## src/rtl/iucf_pkg.sv

```systemverilog
`default_nettype none

package iucf_pkg;

    localparam int unsigned BYTE_W   = 8;
    localparam int unsigned IFC_W    = 32;
    localparam int unsigned LEN_W    = 16;
    localparam int unsigned PORT_W   = 16;
    localparam int unsigned IHL_W    = 4;
    localparam int unsigned PROTO_W  = 8;
    localparam int unsigned CFG_IDX_W = 1;
    localparam int unsigned IN_DATA_W  = BYTE_W + IFC_W;
    localparam int unsigned OUT_DATA_W = IFC_W + LEN_W;

    typedef enum logic [CFG_IDX_W-1:0] {
        CFG_MATCH_PORT    = 1'b0,
        CFG_CAPTURE_LIMIT = 1'b1
    } cfg_index_t;

    localparam logic [PORT_W-1:0]  MATCH_PORT_RESET    = 16'd52719;
    localparam logic [LEN_W-1:0]   CAPTURE_LIMIT_RESET = 16'd2048;

    localparam logic [15:0]        ETHERTYPE_IPV4 = 16'h0800;
    localparam logic [PROTO_W-1:0] PROTO_UDP      = 8'd17;
    localparam logic [15:0]        FRAG_ANY_MASK  = 16'h3FFF;
    localparam logic [15:0]        FRAG_OFF_MASK  = 16'h1FFF;

    localparam logic [LEN_W-1:0] POS_ETYPE_HI = 16'd12;
    localparam logic [LEN_W-1:0] POS_ETYPE_LO = 16'd13;
    localparam logic [LEN_W-1:0] POS_IHL      = 16'd14;
    localparam logic [LEN_W-1:0] POS_FRAG_HI  = 16'd20;
    localparam logic [LEN_W-1:0] POS_FRAG_LO  = 16'd21;
    localparam logic [LEN_W-1:0] POS_PROTO    = 16'd23;
    localparam logic [LEN_W-1:0] MIN_IP_FRAME = 16'd34;
    localparam logic [LEN_W-1:0] LEN_MAX      = 16'hFFFF;

    localparam logic [6:0] PORT_HI_BASE = 7'd16;
    localparam logic [6:0] UDP_END_BASE = 7'd22;

endpackage

`default_nettype wire

```

## src/rtl/ipv4_udp_port_capture_filter_core.sv

```systemverilog
`default_nettype none

// Byte-serial IPv4/UDP capture filter: takes one frame byte per transfer and, on the byte
// marked tlast, emits one verdict transfer (tuser 1 = capture, 0 = pass); a capture carries
// the ingress interface and the frame length capped at capture_limit, a pass carries zeros.
// One byte is taken every cycle; the header fields are gathered on the fly and the verdict
// is formed in the same cycle as the last byte and held in a single output register, so a
// stalled verdict holds the input only while that register is full and not being drained.
// Configuration writes are one-cycle and take effect at once; write them between frames.
module ipv4_udp_port_capture_filter_core
(
    input  wire logic                            clk,
    input  wire logic                            rst_n,

    input  wire logic                            cfg_we,
    input  wire logic [iucf_pkg::CFG_IDX_W-1:0]  cfg_index,
    input  wire logic [15:0]                     cfg_data,

    input  wire logic                            s_axis_tvalid,
    output logic                                 s_axis_tready,
    input  wire logic [iucf_pkg::IN_DATA_W-1:0]  s_axis_tdata,   // frame_byte, ingress_port_id
    input  wire logic                            s_axis_tlast,   // last_byte

    output logic                                 m_axis_tvalid,
    input  wire logic                            m_axis_tready,
    output logic [iucf_pkg::OUT_DATA_W-1:0]      m_axis_tdata,   // interface_id, reported_length
    output logic                                 m_axis_tuser    // verdict
);

    logic [iucf_pkg::PORT_W-1:0]  match_port_reg;
    logic [iucf_pkg::LEN_W-1:0]   capture_limit_reg;

    logic [iucf_pkg::LEN_W-1:0]   byte_count_reg, byte_count_next;
    logic [15:0]                  ether_kind_reg, ether_kind_next;
    logic [iucf_pkg::IHL_W-1:0]   header_words_reg, header_words_next;
    logic [15:0]                  fragment_field_reg, fragment_field_next;
    logic [iucf_pkg::PROTO_W-1:0] ip_protocol_reg, ip_protocol_next;
    logic [iucf_pkg::PORT_W-1:0]  dest_port_reg, dest_port_next;

    logic                         out_valid_reg;
    logic                         verdict_reg, verdict_next;
    logic [iucf_pkg::IFC_W-1:0]   ifc_reg, ifc_next;
    logic [iucf_pkg::LEN_W-1:0]   rep_len_reg, rep_len_next;

    logic                         in_xfer;
    logic                         out_xfer;
    logic [iucf_pkg::BYTE_W-1:0]  in_byte;
    logic [iucf_pkg::IFC_W-1:0]   in_ifc;
    logic [6:0]                   port_at;
    logic [6:0]                   udp_end;
    logic                         is_frag;
    logic                         capture;

    assign in_xfer       = s_axis_tvalid && s_axis_tready;
    assign out_xfer      = m_axis_tvalid && m_axis_tready;
    assign s_axis_tready = !out_valid_reg || m_axis_tready;

    assign in_byte = s_axis_tdata[iucf_pkg::BYTE_W-1:0];
    assign in_ifc  = s_axis_tdata[iucf_pkg::IN_DATA_W-1:iucf_pkg::BYTE_W];

    assign m_axis_tvalid = out_valid_reg;
    assign m_axis_tuser  = verdict_reg;
    assign m_axis_tdata  = {rep_len_reg, ifc_reg};

    // header capture at fixed offsets, port at 16 + ihl*4
    assign port_at = iucf_pkg::PORT_HI_BASE + {1'b0, header_words_reg, 2'b00};

    always_comb
    begin
        ether_kind_next     = ether_kind_reg;
        header_words_next   = header_words_reg;
        fragment_field_next = fragment_field_reg;
        ip_protocol_next    = ip_protocol_reg;
        dest_port_next      = dest_port_reg;

        if (byte_count_reg == iucf_pkg::POS_ETYPE_HI)
            ether_kind_next[15:8] = in_byte;
        if (byte_count_reg == iucf_pkg::POS_ETYPE_LO)
            ether_kind_next[7:0] = in_byte;
        if (byte_count_reg == iucf_pkg::POS_IHL)
            header_words_next = in_byte[iucf_pkg::IHL_W-1:0];
        if (byte_count_reg == iucf_pkg::POS_FRAG_HI)
            fragment_field_next[15:8] = in_byte;
        if (byte_count_reg == iucf_pkg::POS_FRAG_LO)
            fragment_field_next[7:0] = in_byte;
        if (byte_count_reg == iucf_pkg::POS_PROTO)
            ip_protocol_next = in_byte;
        if (byte_count_reg > iucf_pkg::POS_IHL)
        begin
            if (byte_count_reg == {9'd0, port_at})
                dest_port_next[15:8] = in_byte;
            if (byte_count_reg == {9'd0, port_at + 7'd1})
                dest_port_next[7:0] = in_byte;
        end

        byte_count_next = (byte_count_reg == iucf_pkg::LEN_MAX) ? byte_count_reg
                                                                : byte_count_reg + 16'd1;
    end

    // verdict from the header as it stands after this byte
    assign udp_end = iucf_pkg::UDP_END_BASE + {1'b0, header_words_next, 2'b00};
    assign is_frag = (fragment_field_next & iucf_pkg::FRAG_ANY_MASK) != 16'd0;

    always_comb
    begin
        capture = 1'b0;
        if (byte_count_next >= iucf_pkg::MIN_IP_FRAME
            && ether_kind_next == iucf_pkg::ETHERTYPE_IPV4)
        begin
            if (is_frag)
                capture = 1'b1;
            else
                capture = (ip_protocol_next == iucf_pkg::PROTO_UDP)
                          && ({9'd0, udp_end} <= byte_count_next)
                          && (dest_port_next == match_port_reg);
        end

        verdict_next = capture;
        ifc_next     = capture ? in_ifc : '0;
        if (!capture)
            rep_len_next = '0;
        else if (byte_count_next > capture_limit_reg)
            rep_len_next = capture_limit_reg;
        else
            rep_len_next = byte_count_next;
    end

    always_ff @(posedge clk or negedge rst_n)
    begin
        if (!rst_n)
        begin
            match_port_reg     <= iucf_pkg::MATCH_PORT_RESET;
            capture_limit_reg  <= iucf_pkg::CAPTURE_LIMIT_RESET;
            byte_count_reg     <= '0;
            ether_kind_reg     <= '0;
            header_words_reg   <= '0;
            fragment_field_reg <= '0;
            ip_protocol_reg    <= '0;
            dest_port_reg      <= '0;
            out_valid_reg      <= 1'b0;
        end
        else
        begin
            if (cfg_we)
            begin
                case (iucf_pkg::cfg_index_t'(cfg_index))
                    iucf_pkg::CFG_MATCH_PORT:    match_port_reg    <= cfg_data;
                    iucf_pkg::CFG_CAPTURE_LIMIT: capture_limit_reg <= cfg_data;
                    default: ;
                endcase
            end

            if (in_xfer)
            begin
                if (s_axis_tlast)
                begin
                    byte_count_reg     <= '0;
                    ether_kind_reg     <= '0;
                    header_words_reg   <= '0;
                    fragment_field_reg <= '0;
                    ip_protocol_reg    <= '0;
                    dest_port_reg      <= '0;
                end
                else
                begin
                    byte_count_reg     <= byte_count_next;
                    ether_kind_reg     <= ether_kind_next;
                    header_words_reg   <= header_words_next;
                    fragment_field_reg <= fragment_field_next;
                    ip_protocol_reg    <= ip_protocol_next;
                    dest_port_reg      <= dest_port_next;
                end
            end

            if (in_xfer && s_axis_tlast)
                out_valid_reg <= 1'b1;
            else if (out_xfer)
                out_valid_reg <= 1'b0;
        end
    end

    always_ff @(posedge clk)
    begin
        if (in_xfer && s_axis_tlast)
        begin
            verdict_reg <= verdict_next;
            ifc_reg     <= ifc_next;
            rep_len_reg <= rep_len_next;
        end
    end

`ifndef SYNTH
    a_last_clears_count: assert property (@(posedge clk) disable iff (!rst_n)
        in_xfer && s_axis_tlast |=> byte_count_reg == '0)
        else $error("byte count not cleared after last byte");

    a_last_gives_result: assert property (@(posedge clk) disable iff (!rst_n)
        in_xfer && s_axis_tlast |=> m_axis_tvalid)
        else $error("no verdict after last byte");

    a_pass_is_zero: assert property (@(posedge clk) disable iff (!rst_n)
        m_axis_tvalid && !m_axis_tuser |-> m_axis_tdata == '0)
        else $error("pass verdict carries nonzero data");

    a_no_accept_when_full: assert property (@(posedge clk) disable iff (!rst_n)
        out_valid_reg && !m_axis_tready |-> !s_axis_tready)
        else $error("input taken while verdict register is blocked");
`endif

endmodule

`default_nettype wire

```

## config.mk

```make
export PLATFORM = sky130hd
export DESIGN_NAME = ipv4_udp_port_capture_filter_core
export DESIGN_NICKNAME = d
export VERILOG_FILES = /design/src/rtl/iucf_pkg.sv /design/src/rtl/ipv4_udp_port_capture_filter_core.sv
export SDC_FILE = /design/constraint.sdc
export NUM_CORES = 1
export LEC_CHECK = 0
export BUFFER_PORTS_ARGS = -buffer_cell sky130_fd_sc_hd__buf_2
export CORE_MARGIN = 2
export CORE_UTILIZATION = 33
export CTS_BUF_LIST = sky130_fd_sc_hd__clkbuf_8
export DETAILED_ROUTE_END_ITERATION = 16
export PLACE_DENSITY = 0.5
export SLEW_MARGIN = 0
export SYNTH_ARGS = -nofsm -noshare
export SYNTH_HDL_FRONTEND = slang
export SYNTH_SLANG_ARGS = --single-unit
```

## constraint.sdc

```tcl
create_clock -name clk -period 6.2 [get_ports clk]
set_clock_uncertainty 0.15 [all_clocks]
set_input_delay 0.62 -clock clk [delete_from_list [all_inputs] [get_ports clk]]
set_output_delay 0.62 -clock clk [all_outputs]
set_load 0.01 [all_outputs]
```

# Word level (Yosys, flattened, before mapping)
# Index checks and enable logic that the tools add are counted.
dict set report op_classes {
  n_addsub 4
  magnitude_cmp 4
  n_eq_ne 12
  mux 21
  bitwise 1
  n_reduce_logical 12
}
# operator count
set ops {}
lappend ops {{2-to-1 mux 16 bit} 6}
lappend ops {{2-to-1 mux 8 bit} 7}
lappend ops {{== test 16 x 4 -> 1 bit, second input constant} 3}
lappend ops {{== test 16 x 5 -> 1 bit, second input constant} 3}
lappend ops {{== test 16 x 7 -> 1 bit} 2}
lappend ops {{adder 16 x 1 -> 16 bit, second input constant} 1}
lappend ops {{== test 16 x 12 -> 1 bit, second input constant} 1}
lappend ops {{== test 16 bit} 1}
lappend ops {{== test 16 bit, second input constant} 1}
lappend ops {{>= comparator 16 x 6 -> 1 bit, second input constant} 1}
lappend ops {{greater-than comparator 16 bit} 1}
lappend ops {{greater-than comparator 16 x 4 -> 1 bit, second input constant} 1}
lappend ops {{<= comparator 7 x 16 -> 1 bit} 1}
lappend ops {{nonzero test 16 bit} 1}
lappend ops {{adder 5 x 6 -> 7 bit, first input constant} 2}
lappend ops {{2-to-1 mux 14 bit} 1}
lappend ops {{== test 8 x 5 -> 1 bit, second input constant} 1}
lappend ops {{2-to-1 mux 4 bit} 2}
lappend ops {{adder 7 x 1 -> 7 bit, second input constant} 1}
lappend ops {{logical AND 1 bit} 6}
lappend ops {{2-to-1 mux 6 bit} 1}
lappend ops {{2-to-1 mux 1 bit} 4}
lappend ops {{AND reduction 2 bit} 2}
lappend ops {{nonzero test 2 bit} 1}
lappend ops {{other kinds (3)} 3}
dict set report totals {
  reg_bits 156
  input_bits 63
  out_inout_bits 51
}

# Longest topological paths before layout
dict set report depth {
  ltp_word 9
  depth_mapped 17
  depth_no_buf 14
}

# Least setup slack after synthesis
# Ideal clock, no wire load.
dict set report synth_path {
  path_kind {reg2reg}
  startpoint {register byte_count_reg[11] (netlist name)}
  endpoint {register ifc_reg[22] (netlist name) (data pin)}
  arrival_ns 3.884
  setup_slack_ns 1.901
  stages_incl_launch_ff 18
  path_cell_list {dfrtp_1 buf_2 or4_4 nor4_2 nand2_1 mux2_2 a21oi_1 xor2_1 mux2i_1 ha_1 and3_1 nand3_1 a2bb2oi_1 o211ai_1 o2111ai_1 buf_2 buf_6 a211oi_2}
}
dict set report synth_between {
  elab_chain_cells 8
  word_cells_on_any_way 33
  cone_classes {add/sub: 2; order compare: 3; eq/ne: 12; mux: 12; reduce/logical: 4}
}
# element line_no
set synth_lines {}
lappend synth_lines {{start, declared} ipv4_udp_port_capture_filter_core.sv:33} ;# logic [iucf_pkg::LEN_W-1:0] byte_count_reg, byte_count_next;
lappend synth_lines {{start signal, assigned} ipv4_udp_port_capture_filter_core.sv:166} ;# byte_count_reg <= byte_count_next;
lappend synth_lines {{== test 16 x 4 -> 1 bit} ipv4_udp_port_capture_filter_core.sv:80} ;# if (byte_count_reg == iucf_pkg::POS_IHL)
lappend synth_lines {{2-to-1 mux 4 bit} ipv4_udp_port_capture_filter_core.sv:80}
lappend synth_lines {{adder 5 x 6 -> 7 bit} ipv4_udp_port_capture_filter_core.sv:101} ;# assign udp_end = iucf_pkg::UDP_END_BASE + {1'b0, header_words_next, 2'b00};
lappend synth_lines {{<= comparator 7 x 16 -> 1 bit} ipv4_udp_port_capture_filter_core.sv:114} ;# && ({9'd0, udp_end} <= byte_count_next)
lappend synth_lines {{logical AND 1 bit} ipv4_udp_port_capture_filter_core.sv:114}
lappend synth_lines {{logical AND 1 bit} ipv4_udp_port_capture_filter_core.sv:115} ;# && (dest_port_next == match_port_reg);
lappend synth_lines {{2-to-1 mux 1 bit} ipv4_udp_port_capture_filter_core.sv:110} ;# if (is_frag)
lappend synth_lines {{2-to-1 mux 1 bit (*)} ipv4_udp_port_capture_filter_core.sv:107} ;# if (byte_count_next >= iucf_pkg::MIN_IP_FRAME
lappend synth_lines {{end signal, assigned} ipv4_udp_port_capture_filter_core.sv:187} ;# ifc_reg <= ifc_next;
lappend synth_lines {{end, declared} ipv4_udp_port_capture_filter_core.sv:42} ;# logic [iucf_pkg::IFC_W-1:0] ifc_reg, ifc_next;
# Mark *: on every way between the ends. The rest lies on a longest branch, timed or not.
# A chain may end at the register's enable or synchronous reset.

# Worst setup path after layout
dict set report layout_path {
  startpoint {register byte_count_reg[12] (netlist name)}
  endpoint {register rep_len_reg[9] (netlist name) (data pin)}
}
dict set report layout_between {
  elab_chain_cells 8
  word_cells_on_any_way 35
  cone_classes {add/sub: 2; order compare: 4; eq/ne: 12; mux: 13; reduce/logical: 4}
}
# element line_no
set layout_lines {}
lappend layout_lines {{== test 16 x 4 -> 1 bit} ipv4_udp_port_capture_filter_core.sv:80}
lappend layout_lines {{2-to-1 mux 4 bit} ipv4_udp_port_capture_filter_core.sv:80}
lappend layout_lines {{adder 5 x 6 -> 7 bit} ipv4_udp_port_capture_filter_core.sv:101}
lappend layout_lines {{<= comparator 7 x 16 -> 1 bit} ipv4_udp_port_capture_filter_core.sv:114}
lappend layout_lines {{logical AND 1 bit} ipv4_udp_port_capture_filter_core.sv:114}
lappend layout_lines {{logical AND 1 bit} ipv4_udp_port_capture_filter_core.sv:115}
lappend layout_lines {{2-to-1 mux 1 bit} ipv4_udp_port_capture_filter_core.sv:110}
lappend layout_lines {{2-to-1 mux 1 bit} ipv4_udp_port_capture_filter_core.sv:107}
lappend layout_lines {{end signal, assigned} ipv4_udp_port_capture_filter_core.sv:188} ;# rep_len_reg <= rep_len_next;
lappend layout_lines {{end, declared} ipv4_udp_port_capture_filter_core.sv:43} ;# logic [iucf_pkg::LEN_W-1:0] rep_len_reg, rep_len_next;
# Several ways; a longest one is shown, not always the timed one.

==> impl_metrics.csv <==
group,metric,value,unit
grt,gr-total-overflow,0,
route,via_count,7035,
sta,finalHoldViolCount,1,
sta,layout_setup_ws,1160,ps
synthesis,synth.ff_latch_count,156,
setup_path,crit_arrival,5180,ps
route,ant_nets,0,
place,numPortBuffers,113,
die,coreArea,26100,sq um
synthesis,yosysSeqAreaShare,47.5,%
synthesis,synthMuxAreaShare,6.09,%
setup_path,cp_max_fo,35,
setup_path,ff2ff_path_depth,15,
pwr,ir_drop,0.154,mV
sta,slew_headroom,37.7,%
route,routedWlPerCell,18.6,um
sta,holdWs,-1.52,ps
pwr,p_comb_share,22.7,%
cells_and_area,largest_register_ffs,32,
sta,final.period_utilization,81.3,%
status,violations,"negative hold slack",
cts,cts.sinks,156,
grt,first_global_vias,6730,
sta,max_slew.worst_pin.slew,931,ps
cts,htree_levels,4,
place,gp_congestion,0.806,
setup_path,crit_path_start_kind,"flip-flop",
route,first_iter_violations,605,
synthesis,synth-edff-count,49,
cts,clkTransAtPathRegs,100,ps
place,dpl_cell_area,9620,sq um
flow_run,drv_cap,0,
grt,antenna_found_initial,1,
cts,cts_tree,"done",
die,die_w,167,um
synthesis,synthXorXnorAreaFrac,2.80,%
status,outcome,"finished with violations",
synthesis,netlist-cell-type-count,65,
grt,grt_usage,17.5,%
pwr,leakagePower,4.17,nW
synthesis,synth-simple-area-share,12.2,%
sta,maxSlewViolCount,0,
synthesis,async_flop_share,68.6,%
place,dp_slack,1260,ps
cells_and_area,area_growth,14.1,%
die,dieArea,27900,sq um
sta,rsz0062_at_grt,"no",
route,dr.pass1.iters,5,
sta,fin_crit,5040,ps
die,io_pins,114,
pwr,power_frac_seq,50.4,%
synthesis,avgSynthCellArea,9.91,sq um
synthesis,synth_compound_gate_area_share,21.0,%
sta,max_freq,0.198,GHz
pwr,switching_share,34.4,%
synthesis,synth_top_area_share,26.8,%
grt,grt_pass1_wl,38700,um
cells_and_area,nNetsFinal,1053,
cts,clockBufferDepth,2,
die,die_y,167,um
setup_path,worstSetupPathType,"flip-flop to flip-flop",
synthesis,synth_fp_nets,975,
synthesis,yosys_most_used_dff,"dfrtp_1",
cells_and_area,final_util,38.4,%
route,viasPerCell,5.36,
pwr,cellPowerDensity,281,nW/um^2
route,drc_errors,0,
die,start_util,33.7,%
pwr,cell_internal_pwr,0.00185,W
synthesis,yosysTopAreaCell,"dfrtp_1",
cts,cts_buffers,17,
setup_path,worstSetupEndpointType,"flip-flop",
die,num_rows,59,
route,routed_wirelength,24400,um
synthesis,synth_fa_ha_area_share,3.85,%
cts,root_buffer,"clkbuf_8",
pwr,p_switching,0.000968,W
pwr,clkPwrFrac,26.9,%
sta,setup_viol,0,
cells_and_area,fin_area,10000,sq um
cts,cts_resized,0,
synthesis,synth_top_family_by_area,"compound AO/OA/AOI/OAI gates",
cts,hold_buffers,0,
synthesis,yosys_warnings,0,
synthesis,syn_area,8770,sq um
synthesis,synth_area_leaders,"dfrtp_1, edfxtp_1, o21ai_0, a22oi_1, dfstp_2",
cts,clk_latency,470,ps
min_path,hp-class,"input pin to async pin",
cells_and_area,final_common_cell,"buf_2",
grt,grt_max_degree,73,
cts,cts_setup_buffers,0,
setup_path,required,6340,ps
cells_and_area,layout-drive-gt1-share,22.3,%
cells_and_area,mostFrequentLayoutCells,"buf_2, dfrtp_1, nand2_1",
synthesis,syn_inst,885,
sta,tns,0,ps
place,dp_hpwl,16500,um
## synth_stat cells (14+ instances only)
cell,count
inv_1,82
a21oi_1,29
nor4_1,17
a22o_1,15
mux2i_1,23
ha_1,27
clkbuf_1,47
nor3_1,14
nand2_1,90
nand3_1,18
xor2_1,15
dfrtp_1,94
a22oi_1,47
mux2_2,27
edfxtp_1,49
a211oi_1,39
nor2_1,24
o21ai_0,75
nand4_1,14
## worst max-delay path: stages, from the launching register on
cell and delay, ps:
dfrtp_1 510, or4_1 680, nor4_2 430, nand2_1 290, mux2_2 380, a21oi_1 180
xor2_1 160, mux2i_1 90, ha_1 300, a21o_1 180, a21oi_1 200, a2bb2oi_1 90
o211ai_1 300, o2111ai_4 330, buf_12 310, a211oi_1 270
## worst paths after layout
| path | start | end | slack (ps) |
|---|---|---|---|
| max in group asynchronous | rst_n | header_words_reg[1]$_DFFE_PN0P_ | 4650 |
| worst max-delay path | byte_count_reg[12]$_DFFE_PN0P_ | rep_len_reg[9]$_SDFFCE_PN0P_ | 1160 |
| min in group clk | cfg_data[1] | match_port_reg[1]$_DFFE_PN1P_ | 230 |
| worst min register to register | ether_kind_reg[11]$_DFFE_PN0P_ | ether_kind_reg[11]$_DFFE_PN0P_ | 360 |
| worst min-delay path | rst_n | fragment_field_reg[8]$_DFFE_PN0P_ | -2 |
| worst max register to register | byte_count_reg[12]$_DFFE_PN0P_ | rep_len_reg[9]$_SDFFCE_PN0P_ | 1160 |
## layout make-up
| cell class | count | area, sq um |
|---|---|---|
| Antenna cell | 1 | 2.50 |
| Clock buffer | 17 | 234 |
| Clock inverter | 15 | 150 |
| Fill cell | 2641 | 16100 |
| Inverter | 82 | 308 |
| Multi-Input combinational cell | 583 | 4070 |
| Sequential cell | 156 | 4170 |
| Tap cell | 335 | 419 |
| Timing Repair Buffer | 123 | 656 |
## layer usage
metal / share of wire [%] / track usage, %
met5: 0 / 0
met4: 1.1 / 4.76
met3: 3.8 / 2.95
met2: 46 / 26.9
met1: 49 / 25.5
## cell families (layout without fill, tap and decap cells)
family / Yosys count / in the layout
adder cells (fa/ha/maj): 27 / 27
flip-flops: 156 / 156
AND/OR/NAND/NOR: 210 / 210
other: 0 / 1
buffers and inverters: 146 / 237
multiplexers: 50 / 50
AO/OA/AOI/OAI: 268 / 268
XOR/XNOR: 28 / 28
## power groups by stage
stage / Sequential, W / Combinational (W) / Clock, W
3_3_place_gp: 0.00144 / 0.000637 / 0
6_report: 0.00142 / 0.000639 / 0.000758
4_1_cts: 0.00142 / 0.000647 / 0.000787
3_5_place_dp: 0.00144 / 0.000645 / 0
2_1_floorplan: 0.00140 / 0.000475 / 0
5_1_grt: 0.00145 / 0.000730 / 0.000830
## metrics by stage
step | total power (W) | cells | hold WS [ps]
after CTS | 0.00285 | 1311 | 2.09
after floorplan | 0.00187 | 885 | 174
after global placement | 0.00207 | 1279 | 335
after detailed placement | 0.00208 | 1279 | 343
after global routing | 0.00301 | 1312 | 30.7
final | 0.00282 | 1312 | -1.52
Power figures use the tool's default switching activity.
